<file path="src/hw/rtl/key_value_table_top_assert.svh">
// Assertion macros shared by the key-value table RTL.
// Every macro samples on clk_i and is disabled while rst_ni is low.
`ifndef KEY_VALUE_TABLE_TOP_ASSERT_SVH
`define KEY_VALUE_TABLE_TOP_ASSERT_SVH

// Property holds at every clock edge.
`define KVT_ASSERT(lbl, prop) \
  lbl: assert property (@(posedge clk_i) disable iff (!rst_ni) (prop)) \
    else $error("key_value_table assertion failed");

// Antecedent implies consequent in the same cycle.
`define KVT_ASSERT_IMP(lbl, ante, cons) \
  lbl: assert property (@(posedge clk_i) disable iff (!rst_ni) (ante) |-> (cons)) \
    else $error("key_value_table implication failed");

// Antecedent implies consequent in the next cycle.
`define KVT_ASSERT_NEXT(lbl, ante, cons) \
  lbl: assert property (@(posedge clk_i) disable iff (!rst_ni) (ante) |=> (cons)) \
    else $error("key_value_table next-cycle check failed");

`endif

</file>
<file path="src/hw/rtl/kvt_pkg.sv">
// Package for the key-value table: command codes, register index, request,
// token and result types. No dependencies.
`default_nettype none

package kvt_pkg;

  localparam int unsigned KVT_CAPACITY = 32;
  localparam int unsigned DATA_W       = 32;
  localparam int unsigned CMD_W        = 2;
  localparam int unsigned COUNT_W      = 6;
  localparam int unsigned PADDR_W      = 3;

  localparam logic [DATA_W-1:0] NULL_RESET = 32'hFFFF_FFFF;

  // Register word index (paddr[2]).
  localparam logic REG_NULL_VALUE = 1'b0;

  typedef enum logic [CMD_W-1:0] {
    CMD_INSERT = 2'd0,
    CMD_LOOKUP = 2'd1,
    CMD_REMOVE = 2'd2
  } kvt_cmd_e;

  // Request held steady while its token walks the cell row.
  typedef struct packed {
    logic [CMD_W-1:0]  cmd;
    logic [DATA_W-1:0] key;
    logic [DATA_W-1:0] value;
  } kvt_req_t;

  // Token handed from cell to cell.
  typedef struct packed {
    logic              active;
    logic              found;
    logic [DATA_W-1:0] result;
    logic              free_seen;
  } kvt_tok_t;

  // Finished result of one request.
  typedef struct packed {
    logic               found;
    logic [DATA_W-1:0]  result_value;
    logic [COUNT_W-1:0] entry_count;
    logic               is_empty;
    logic               table_full;
  } kvt_res_t;

endpackage

`default_nettype wire

</file>
<file path="src/hw/rtl/key_value_table_top.sv">
// Key-value table: CAPACITY cells in a row; a token walks one cell per cycle.
// A request passes the launch register, the token register of each cell, the
// hold register and the output register. A new request is accepted only once
// the last token has left the cell row and its held result has moved on.
// Reset clears all valid bits, the entry count and sets null_value to -1.
// Depends on kvt_pkg, kvt_ctrl and kvt_cell.
`default_nettype none

module key_value_table_top #(
  parameter int unsigned CAPACITY = kvt_pkg::KVT_CAPACITY
) (
  input  logic                         clk_i,
  input  logic                         rst_ni,
  input  logic                         psel,
  input  logic                         penable,
  input  logic                         pwrite,
  input  logic [kvt_pkg::PADDR_W-1:0]  paddr,
  input  logic [kvt_pkg::DATA_W-1:0]   pwdata,
  output logic [kvt_pkg::DATA_W-1:0]   prdata,
  output logic                         pready,
  input  logic                         in_valid_i,
  output logic                         in_ready_o,
  input  logic [kvt_pkg::CMD_W-1:0]    cmd_i,
  input  logic [kvt_pkg::DATA_W-1:0]   key_i,
  input  logic [kvt_pkg::DATA_W-1:0]   value_i,
  output logic                         out_valid_o,
  input  logic                         out_ready_i,
  output logic                         found_o,
  output logic [kvt_pkg::DATA_W-1:0]   result_value_o,
  output logic [kvt_pkg::COUNT_W-1:0]  entry_count_o,
  output logic                         is_empty_o,
  output logic                         table_full_o
);
  import kvt_pkg::*;

  logic [DATA_W-1:0] null_q;
  logic              cfg_wr;
  kvt_req_t          req;
  kvt_tok_t          tok [CAPACITY+1];
  logic              commit;
  kvt_res_t          res;

  assign pready = 1'b1;
  assign cfg_wr = psel && penable && pwrite && (paddr[2] == REG_NULL_VALUE);

  always_ff @(posedge clk_i or negedge rst_ni) begin
    if (!rst_ni) begin
      null_q <= NULL_RESET;
    end else if (cfg_wr) begin
      null_q <= pwdata;
    end
  end

  assign prdata = (paddr[2] == REG_NULL_VALUE) ? null_q : '0;

  kvt_ctrl #(
    .CAPACITY (CAPACITY)
  ) u_ctrl (
    .clk_i        (clk_i),
    .rst_ni       (rst_ni),
    .in_valid_i   (in_valid_i),
    .in_ready_o   (in_ready_o),
    .cmd_i        (cmd_i),
    .key_i        (key_i),
    .value_i      (value_i),
    .null_value_i (null_q),
    .req_o        (req),
    .head_o       (tok[0]),
    .tail_i       (tok[CAPACITY]),
    .commit_o     (commit),
    .out_valid_o  (out_valid_o),
    .out_ready_i  (out_ready_i),
    .res_o        (res)
  );

  for (genvar i = 0; i < CAPACITY; i++) begin : g_cell
    kvt_cell u_cell (
      .clk_i    (clk_i),
      .rst_ni   (rst_ni),
      .req_i    (req),
      .tok_i    (tok[i]),
      .commit_i (commit),
      .tok_o    (tok[i+1])
    );
  end

  assign found_o        = res.found;
  assign result_value_o = res.result_value;
  assign entry_count_o  = res.entry_count;
  assign is_empty_o     = res.is_empty;
  assign table_full_o   = res.table_full;

endmodule

`default_nettype wire

</file>
<file path="src/hw/rtl/kvt_cell.sv">
// One table cell: key, value and valid bit, compared against the broadcast
// request as the token passes. Depends on kvt_pkg.
`default_nettype none

module kvt_cell (
  input  logic             clk_i,
  input  logic             rst_ni,
  input  kvt_pkg::kvt_req_t req_i,
  input  kvt_pkg::kvt_tok_t tok_i,
  input  logic             commit_i,
  output kvt_pkg::kvt_tok_t tok_o
);
  import kvt_pkg::*;

  logic              valid_q;
  logic              claim_q;
  logic [DATA_W-1:0] key_q;
  logic [DATA_W-1:0] value_q;
  kvt_tok_t          tok_q;
  kvt_tok_t          tok_d;
  logic              hit;
  logic              claim;
  logic              is_ins;
  logic              is_rem;

  assign is_ins = (req_i.cmd == CMD_INSERT);
  assign is_rem = (req_i.cmd == CMD_REMOVE);
  assign hit    = tok_i.active & valid_q & (key_q == req_i.key);
  // First free cell along the row claims a new key, pending commit.
  assign claim  = tok_i.active & ~valid_q & ~tok_i.free_seen & is_ins;

  always_comb begin
    tok_d = tok_i;
    if (hit) begin
      tok_d.found  = 1'b1;
      tok_d.result = value_q;
    end
    if (tok_i.active && !valid_q) begin
      tok_d.free_seen = 1'b1;
    end
  end

  always_ff @(posedge clk_i or negedge rst_ni) begin
    if (!rst_ni) begin
      valid_q <= 1'b0;
      claim_q <= 1'b0;
      tok_q   <= '0;
    end else begin
      tok_q <= tok_d;
      if (tok_i.active) begin
        claim_q <= claim;
      end
      if (commit_i && claim_q) begin
        valid_q <= 1'b1;
      end else if (hit && is_rem) begin
        valid_q <= 1'b0;
      end
    end
  end

  always_ff @(posedge clk_i) begin
    if (commit_i && claim_q) begin
      key_q   <= req_i.key;
      value_q <= req_i.value;
    end else if (hit && is_ins) begin
      value_q <= req_i.value;
    end
  end

  assign tok_o = tok_q;

endmodule

`default_nettype wire

</file>
<file path="src/hw/rtl/kvt_ctrl.sv">
// Request control: launches tokens into the cell row, resolves the tail token,
// keeps the entry count and drives the result channel. Depends on kvt_pkg.
`default_nettype none

`include "key_value_table_top_assert.svh"

module kvt_ctrl #(
  parameter int unsigned CAPACITY = kvt_pkg::KVT_CAPACITY
) (
  input  logic                        clk_i,
  input  logic                        rst_ni,
  input  logic                        in_valid_i,
  output logic                        in_ready_o,
  input  logic [kvt_pkg::CMD_W-1:0]   cmd_i,
  input  logic [kvt_pkg::DATA_W-1:0]  key_i,
  input  logic [kvt_pkg::DATA_W-1:0]  value_i,
  input  logic [kvt_pkg::DATA_W-1:0]  null_value_i,
  output kvt_pkg::kvt_req_t           req_o,
  output kvt_pkg::kvt_tok_t           head_o,
  input  kvt_pkg::kvt_tok_t           tail_i,
  output logic                        commit_o,
  output logic                        out_valid_o,
  input  logic                        out_ready_i,
  output kvt_pkg::kvt_res_t           res_o
);
  import kvt_pkg::*;

  localparam int unsigned CntW = $clog2(CAPACITY + 1);

  typedef enum logic {
    S_IDLE,
    S_BUSY
  } state_e;

  state_e          state_q;
  logic            launch_q;
  logic            hold_vld_q;
  logic            out_valid_q;
  logic [CntW-1:0] count_q;
  logic [CntW-1:0] count_d;
  kvt_req_t        req_q;
  kvt_res_t        hold_q;
  kvt_res_t        out_q;
  kvt_res_t        res_d;
  logic            accept;
  logic            known;
  logic            is_ins;
  logic            add;
  logic            dec;
  logic            move;

  assign in_ready_o = (state_q == S_IDLE) && !hold_vld_q;
  assign accept     = in_valid_i && in_ready_o;

  assign is_ins = (req_q.cmd == CMD_INSERT);
  assign known  = (req_q.cmd == CMD_INSERT) || (req_q.cmd == CMD_LOOKUP) ||
                  (req_q.cmd == CMD_REMOVE);
  assign add    = is_ins && !tail_i.found && tail_i.free_seen;
  assign dec    = (req_q.cmd == CMD_REMOVE) && tail_i.found;
  assign commit_o = tail_i.active && add;

  always_comb begin
    count_d = count_q;
    if (tail_i.active) begin
      if (add) begin
        count_d = count_q + CntW'(1);
      end else if (dec) begin
        count_d = count_q - CntW'(1);
      end
    end
  end

  always_comb begin
    res_d.found        = tail_i.found && known;
    res_d.result_value = res_d.found ? tail_i.result : null_value_i;
    res_d.entry_count  = COUNT_W'(count_d);
    res_d.is_empty     = (count_d == '0);
    res_d.table_full   = is_ins && !tail_i.found && !tail_i.free_seen;
  end

  always_comb begin
    head_o           = '0;
    head_o.active    = launch_q;
  end

  // Advance the held result into the output register once it frees up.
  assign move = hold_vld_q && (!out_valid_q || out_ready_i);

  always_ff @(posedge clk_i or negedge rst_ni) begin
    if (!rst_ni) begin
      state_q     <= S_IDLE;
      launch_q    <= 1'b0;
      hold_vld_q  <= 1'b0;
      out_valid_q <= 1'b0;
      count_q     <= '0;
    end else begin
      launch_q <= accept;
      count_q  <= count_d;
      unique case (state_q)
        S_IDLE: begin
          if (accept) begin
            state_q <= S_BUSY;
          end
        end
        S_BUSY: begin
          if (tail_i.active) begin
            state_q <= S_IDLE;
          end
        end
        default: state_q <= S_IDLE;
      endcase
      if (tail_i.active) begin
        hold_vld_q <= 1'b1;
      end else if (move) begin
        hold_vld_q <= 1'b0;
      end
      if (move) begin
        out_valid_q <= 1'b1;
      end else if (out_ready_i) begin
        out_valid_q <= 1'b0;
      end
    end
  end

  always_ff @(posedge clk_i) begin
    if (accept) begin
      req_q.cmd   <= cmd_i;
      req_q.key   <= key_i;
      req_q.value <= value_i;
    end
    if (tail_i.active) begin
      hold_q <= res_d;
    end
    if (move) begin
      out_q <= hold_q;
    end
  end

  assign req_o       = req_q;
  assign out_valid_o = out_valid_q;
  assign res_o       = out_q;

  `KVT_ASSERT(a_count_range, count_q <= CntW'(CAPACITY))
  `KVT_ASSERT_IMP(a_tail_busy, tail_i.active, state_q == S_BUSY)
  `KVT_ASSERT_NEXT(a_accept_busy, accept, state_q == S_BUSY)
  `KVT_ASSERT_NEXT(a_hold_drain, hold_vld_q && !out_valid_q, out_valid_q && !hold_vld_q)

endmodule

`default_nettype wire
</file>
<file path="config.mk">
export PLATFORM = sky130hd
export DESIGN_NAME = key_value_table_top
export DESIGN_NICKNAME = d
export VERILOG_FILES = /design/src/hw/rtl/kvt_pkg.sv /design/src/hw/rtl/key_value_table_top.sv /design/src/hw/rtl/kvt_cell.sv /design/src/hw/rtl/kvt_ctrl.sv
export VERILOG_INCLUDE_DIRS = /design/src /design/src/hw/rtl
export SDC_FILE = /design/constraint.sdc
export NUM_CORES = 2
export LEC_CHECK = 0
export BUFFER_PORTS_ARGS = -buffer_cell sky130_fd_sc_hd__buf_2
export CAP_MARGIN = 40
export CORE_MARGIN = 4
export CORE_UTILIZATION = 45
export CTS_CLUSTER_SIZE = 40
export DETAILED_ROUTE_END_ITERATION = 6
export SYNTH_ARGS = -nofsm -noshare
export SYNTH_HDL_FRONTEND = slang
export SYNTH_HIERARCHICAL = 1
export SYNTH_SLANG_ARGS = --single-unit
</file>
<file path="constraint.sdc">
create_clock -name clk_i -period 4.4 [get_ports clk_i]
set_clock_uncertainty 0.15 [all_clocks]
set_input_delay 0.44 -clock clk_i [delete_from_list [all_inputs] [get_ports clk_i]]
set_output_delay 0.44 -clock clk_i [all_outputs]
set_load 0.05 [all_outputs]
</file>
## Word-level counts from Yosys, hierarchy flattened

Index checks and enable logic that the tools add are counted.

| word-level totals | value |
|---|---|
| bits in registers | 3,422 |
| input port bits | 108 |
| output and inout bits | 76 |

| operators by class | value |
|---|---|
| equal/unequal tests | 34 |
| add/subtract/negate cells | 2 |
| muxes and demuxes | 204 |
| reduce and logical (&&, ||, !) cells | 247 |
| bitwise logic cells | 224 |

Operators with widths:

| cell | count |
|---|---|
| 32-bit 2-to-1 mux | 66 |
| 33-bit 2-to-1 mux | 32 |
| 32-bit == test | 32 |
| 1-bit bitwise AND | 159 |
| 1-bit logical AND | 140 |
| 2-bit nonzero test | 66 |
| 1-bit 2-to-1 mux | 102 |
| 1-bit NOT | 65 |
| 1-bit zero test | 36 |
| 6-bit 2-to-1 mux | 3 |
| 6-bit by 1-bit adder with 6-bit output (second input constant) | 1 |
| 6-bit zero test | 1 |
| 6-bit by 1-bit subtractor with 6-bit output (second input constant) | 1 |
| 1-bit logical OR | 3 |
| 2-bit by 1-bit == test with 1-bit output (second input constant) | 1 |
| 2-bit == test (second input constant) | 1 |
| 2-bit zero test | 1 |
| 1-bit one-hot mux with 2 select lines | 1 |

## Longest topological paths before layout

| depth | value |
|---|---|
| depth after elaboration | 6 |
| depth in mapped cells | 8 |

## Cells and area by module

The synthesis kept the hierarchy.

By module, submodules not included:

| module | instances | sequential area each (um^2) | area each (um^2) | cells an instance |
|---|---|---|---|---|
| kvt_cell | 32 | 2,847.7 | 3,836.2 | 199 |
| kvt_ctrl | 1 | 4,694.5 | 5,680.4 | 280 |
| key_value_table_top | 1 | 840.8 | 1,594.0 | 105 |

## Least setup slack after synthesis

Ideal clock, no wire load.

| timing | value |
|---|---|
| path kind | reg-to-reg |
| start | reg u_ctrl.req_q, in the netlist u_ctrl/req_o[65] |
| end | reg g_cell[0].u_cell.value_q[0] (enable) |
| period minus slack after synthesis | 4,549 ps |
| arrival time | 4,011 ps |
| setup time | 388 ps |
| cell stages (with the launch flop) | 7 |
| path slack | -149 ps |
| cells stage by stage | edfxtp_1 > buf_2 > nor4b_2 > nand2_1 > inv_1 > and2_1 > a21o_1 |

| on the way | value |
|---|---|
| longest elaborated chain between the ends | 6 |
| elaborated cells between the ends (all ways) | 7 |
| classes of those cells | 7 x reduce/logical |

Ends and longest elaborated chain:

| what | RTL line | text |
|---|---|---|
| start: declaration | kvt_ctrl.sv:41 | `kvt_req_t req_q;` |
| 2-bit zero test | kvt_ctrl.sv:55 | `assign is_ins = (req_q.cmd == CMD_INSERT);` |
| 1-bit logical AND (2 in series) | kvt_ctrl.sv:58 | `assign add = is_ins && !tail_i.found && tail_i.free_seen;` |
| 1-bit logical AND | kvt_ctrl.sv:60 | `assign commit_o = tail_i.active && add;` |
| named net commit | key_value_table_top.sv:40 | `logic commit;` |
| 1-bit logical AND | kvt_cell.sv:62 | `if (commit_i && claim_q) begin` |
| 2-bit nonzero test (no line) | - |  |
| end signal: assignment | kvt_cell.sv:64 | `value_q <= req_i.value;` |
| end signal: assignment | kvt_cell.sv:66 | `value_q <= req_i.value;` |
| end: declaration | kvt_cell.sv:18 | `logic [DATA_W-1:0] value_q;` |

The timed path passes the listed nets, and every way through them passes these cells.
A chain may end at the register's enable or synchronous reset.

## Worst setup path in the final report

| timing | value |
|---|---|
| start | reg u_ctrl.req_q, in the netlist u_ctrl/req_o[56] |
| end | reg g_cell[4].u_cell.value_q[3] (enable) |

| on the way | value |
|---|---|
| longest elaborated chain between the ends | 4 |

Ends and longest elaborated chain:

| what | RTL line | text |
|---|---|---|
| 32-bit == test | kvt_cell.sv:28 | `assign hit = tok_i.active & valid_q & (key_q == req_i.key);` |
| 1-bit bitwise AND | kvt_cell.sv:28 |  |
| 1-bit logical AND | kvt_cell.sv:65 | `end else if (hit && is_ins) begin` |
| 2-bit nonzero test (no line) | - |  |
| end signal: assignment | kvt_cell.sv:64 |  |
| end signal: assignment | kvt_cell.sv:66 |  |
| end: declaration | kvt_cell.sv:18 |  |

No other way between the ends.

==> impl_metrics.yaml <==
outcome:
  status: "complete, no violations"
placed_design:
  dp_cells: 10900
  gp_congestion: 0.737
  hpwl_um: 129000
  pre_cts_ws_ns: 0.966
  io_buffers: 180
detailed_routing:
  post_drt_wl_per_cell_um: 17.9
  num_vias: 56300
  remaining_drc_errors: 0
  postRouteAntennaNets: 0
  drt-initial-drc-count: 2820
  first_pass_iters: 7
  via_per_inst: 4.85
  wl_um: 208000
floorplanning:
  num_rows: 197
  core_area_um2: 288000
  dieArea_um2: 298000
  initial_core_util_pct: 45.2
  die_h_um: 546
  die_x_um: 546
  pin_count: 184
pwr:
  power_frac_seq_pct: 51.4
  p_switching_uw: 15200
  max-vdd-ir-drop_v: 0.000325
  p_per_area_nw_per_um2: 473
  intPower_uw: 55300
  power.leakage_uw: 0.0550
  switching_share_pct: 21.5
  combinationalPowerShare_pct: 7.4
  clkPwrFrac_pct: 41.2
grt:
  track_usage_pct: 14.0
  antenna_found_initial: 1
  grt_max_degree: 134
  grt_pass1_wl_um: 338000
  gr-total-overflow: 0
  grt_pass1_vias: 60300
logic_synthesis:
  synth_xor_area_share_pct: 5.85
  synth_top_cell_by_area: "edfxtp_1"
  synthDistinctLibCells: 49
  synth_ff_type: "edfxtp_1"
  synthMuxAreaShare_pct: 12.3
  ys_seq_area_share_pct: 74.3
  yosys.area_share.simple_pct: 3.50
  yosys.area.top_type_share_pct: 50.7
  synth_most_common_cell: "edfxtp_1"
  ys_ff_latch: 3422
  synth_fa_ha_area_share_pct: 0.0192
  ys.warnings.count: 6
  synthTopCellsByArea: "edfxtp_1 51%, dfrtp_1 23%, mux2_4 10%"
  netlist_instances: 6753
  avgSynthCellArea_um2: 19.3
  synth_edf_count: 2196
  synth_top_family_by_area: "multiplexers"
  synth_compound_area_share_pct: 1.51
  async_flop_share_pct: 35.8
  yosys-top-cells-count: "2196 x edfxtp_1, 1194 x dfrtp_1, 894 x mux2_4"
  syn_area_um2: 130000
timing:
  slew_headroom_pct: 39.0
  slew_viol_final: 0
  worst_slew_pin_slew_ns: 0.915
  max_freq_mhz: 297
  finalSetupTns_ns: 0
  report.final.setup_viol: 0
  final.period_utilization_pct: 76.4
  finalCriticalPeriod_ns: 3.36
  setup_ws_ns: 1.04
  hold_viol: 0
  rsz0062_at_grt: "false"
clock_tree:
  root_buffer: "clkbuf_16"
  cts.sinks: 3422
  cts_hold_buf: 101
  postCtsSetupBuffers: 0
  cts_resized: 0
  cts-buffers-inserted: 353
  h-tree-depth: 5
  clk_pin_slew_worst_paths_ns: 0.06
  cts_tree: "done"
  clockBufferDepth: 4
  clk_latency_ns: 0.86
worst_setup_path:
  path_delay_family: "simple AND/OR/NAND/NOR gates"
  crit_chain: "buf_12, xor2_1, nor4_2, nand4_1, and4b_2, a21o_1, buf_12"
  path_buf_inv: 2
  r2r_cells: 7
  end_kind: "register"
  worstPathRequired_ns: 4.78
  crit_arrival_ns: 3.74
  critPathKind: "register to register"
  reg2reg_to: "g_cell[4].u_cell/value_q[3]$_DFFE_PP_"
  crit_path_start: "u_ctrl/req_o[56]$_DFFE_PP_"
  r2r_setup_slack_ns: 1.04
  reg2reg_from: "u_ctrl/req_o[56]$_DFFE_PP_"
  critPathMaxStageDelay_ns: 0.88
  critPathLaunchType: "register"
  worst_path_most_repeated_cell: "buf_12"
  crit_fanout: 46
  crit_slowest_cell: "edfxtp_1"
cells_and_area:
  fill_cells: 22700
  final_cell_count_no_fill: 11600
  syn_to_final_growth_pct: 14.7
  multi_input_area_um2: 30300
  ff_latch_area_um2: 96700
  drive_above_1_share_pct: 29.4
  layout.nets: 7640
job:
  maxCapViolCount: 0
min_path:
  hp-class: "input port to async pin"
[logic make-up after synthesis]
logic type / after synthesis
AO/OA/AOI/OAI: 299
XOR/XNOR: 868
adder cells (fa/ha/maj): 2
buffers and inverters: 340
flip-flops: 3422
multiplexers: 1121
other: 2
AND/OR/NAND/NOR: 699
[layer usage]
metal,part of all wire [%],up-vias,track usage (%)
met5,0,-,0
met4,2.4,0,4.10
met3,3.6,351,2.41
met2,50,773,24.4
met1,44,28800,18.1
li1,-,26400,-
[cell type report]
class                      count  share of cell area, %
clock inverter               149                  0.985
timing repair buffer         563                   3.50
antenna                        1                0.00168
tap                         3781                   3.17
multi-input combinational   3024                   20.4
clock buffer                 494                   6.73
sequential                  3422                   64.8
inverter                     166                  0.418
[worst register-to-register path, cell delays in order (launching register included)]
cell      delay [ns]
edfxtp_1        0.88
buf_12          0.35
xor2_1          0.23
nor4_2          0.35
nand4_1         0.13
and4b_2         0.52
a21o_1          0.21
buf_12          0.20
[sequential cells by signal (all words and copies together) (netlist names), 6 cells and up]
register and flops:
u_ctrl/res_o 41, g_cell.u_cell/valid_q 32, u_ctrl/hold_q 41, u_ctrl/count_q 6
g_cell.u_cell/value_q 1024, g_cell.u_cell/tok_o 1120, g_cell.u_cell/key_q 1024, g_cell.u_cell/claim_q 32
u_ctrl/req_o 66, null_q 32
[metrics by stage]
| stage | utilization [%] | power (µW) | cell area, µm² | hold slack, ns |
|---|---|---|---|---|
| after global placement | 47.4 | 41900 | 136000 | 0.251 |
| after floorplan | - | 40100 | 130000 | -0.00559 |
| after detailed placement | 47.4 | 42100 | 137000 | 0.255 |
| after CTS | 51.8 | 71600 | 149000 | 0.0542 |
| final | 51.8 | 70500 | 149000 | 0.141 |
| after global routing | 51.8 | 73500 | 149000 | 0.0996 |
[how the worst max path moves through the flow]
stage | cells past startpoint | slack (ns) | end
after floorplan | 6 | 0.19 | g_cell[0].u_cell/value_q[0]$_DFFE_PP_
after global placement | 7 | 0.98 | g_cell[25].u_cell/tok_o[32]$_DFF_PN0_
after detailed placement | 7 | 0.97 | g_cell[4].u_cell/value_q[16]$_DFFE_PP_
after CTS | 7 | 0.97 | g_cell[4].u_cell/value_q[3]$_DFFE_PP_
after global routing | 7 | 0.84 | g_cell[4].u_cell/value_q[7]$_DFFE_PP_
final | 7 | 1.04 | g_cell[4].u_cell/value_q[3]$_DFFE_PP_
[cell usage in the layout (no fill, tap or decap), types with 44 or more instances in the layout]
master and count:
mux2_2 227, inv_1 166, buf_4 191, mux2_4 894, edfxtp_1 2196, dlygate4sd3_1 101
xor2_1 226, clkbuf_8 44, buf_2 179, nor2b_1 96, clkinv_2 62, nand4_1 162
buf_12 88, dfrtp_1 1193, nor2_1 101, clkbuf_16 364, clkbuf_1 86, a21oi_1 129
a21o_1 65, xnor2_1 642
[power by group through the flow]
stage | clock network (µW) | registers, µW | logic [µW]
floorplan | 0 | 37600 | 2450
global placement | 0 | 36900 | 5040
detailed placement | 0 | 36900 | 5260
CTS | 30000 | 36200 | 5360
global route | 31400 | 36300 | 5760
finish | 29100 | 36200 | 5220
No activity file was read; power rests on OpenSTA's default activity.
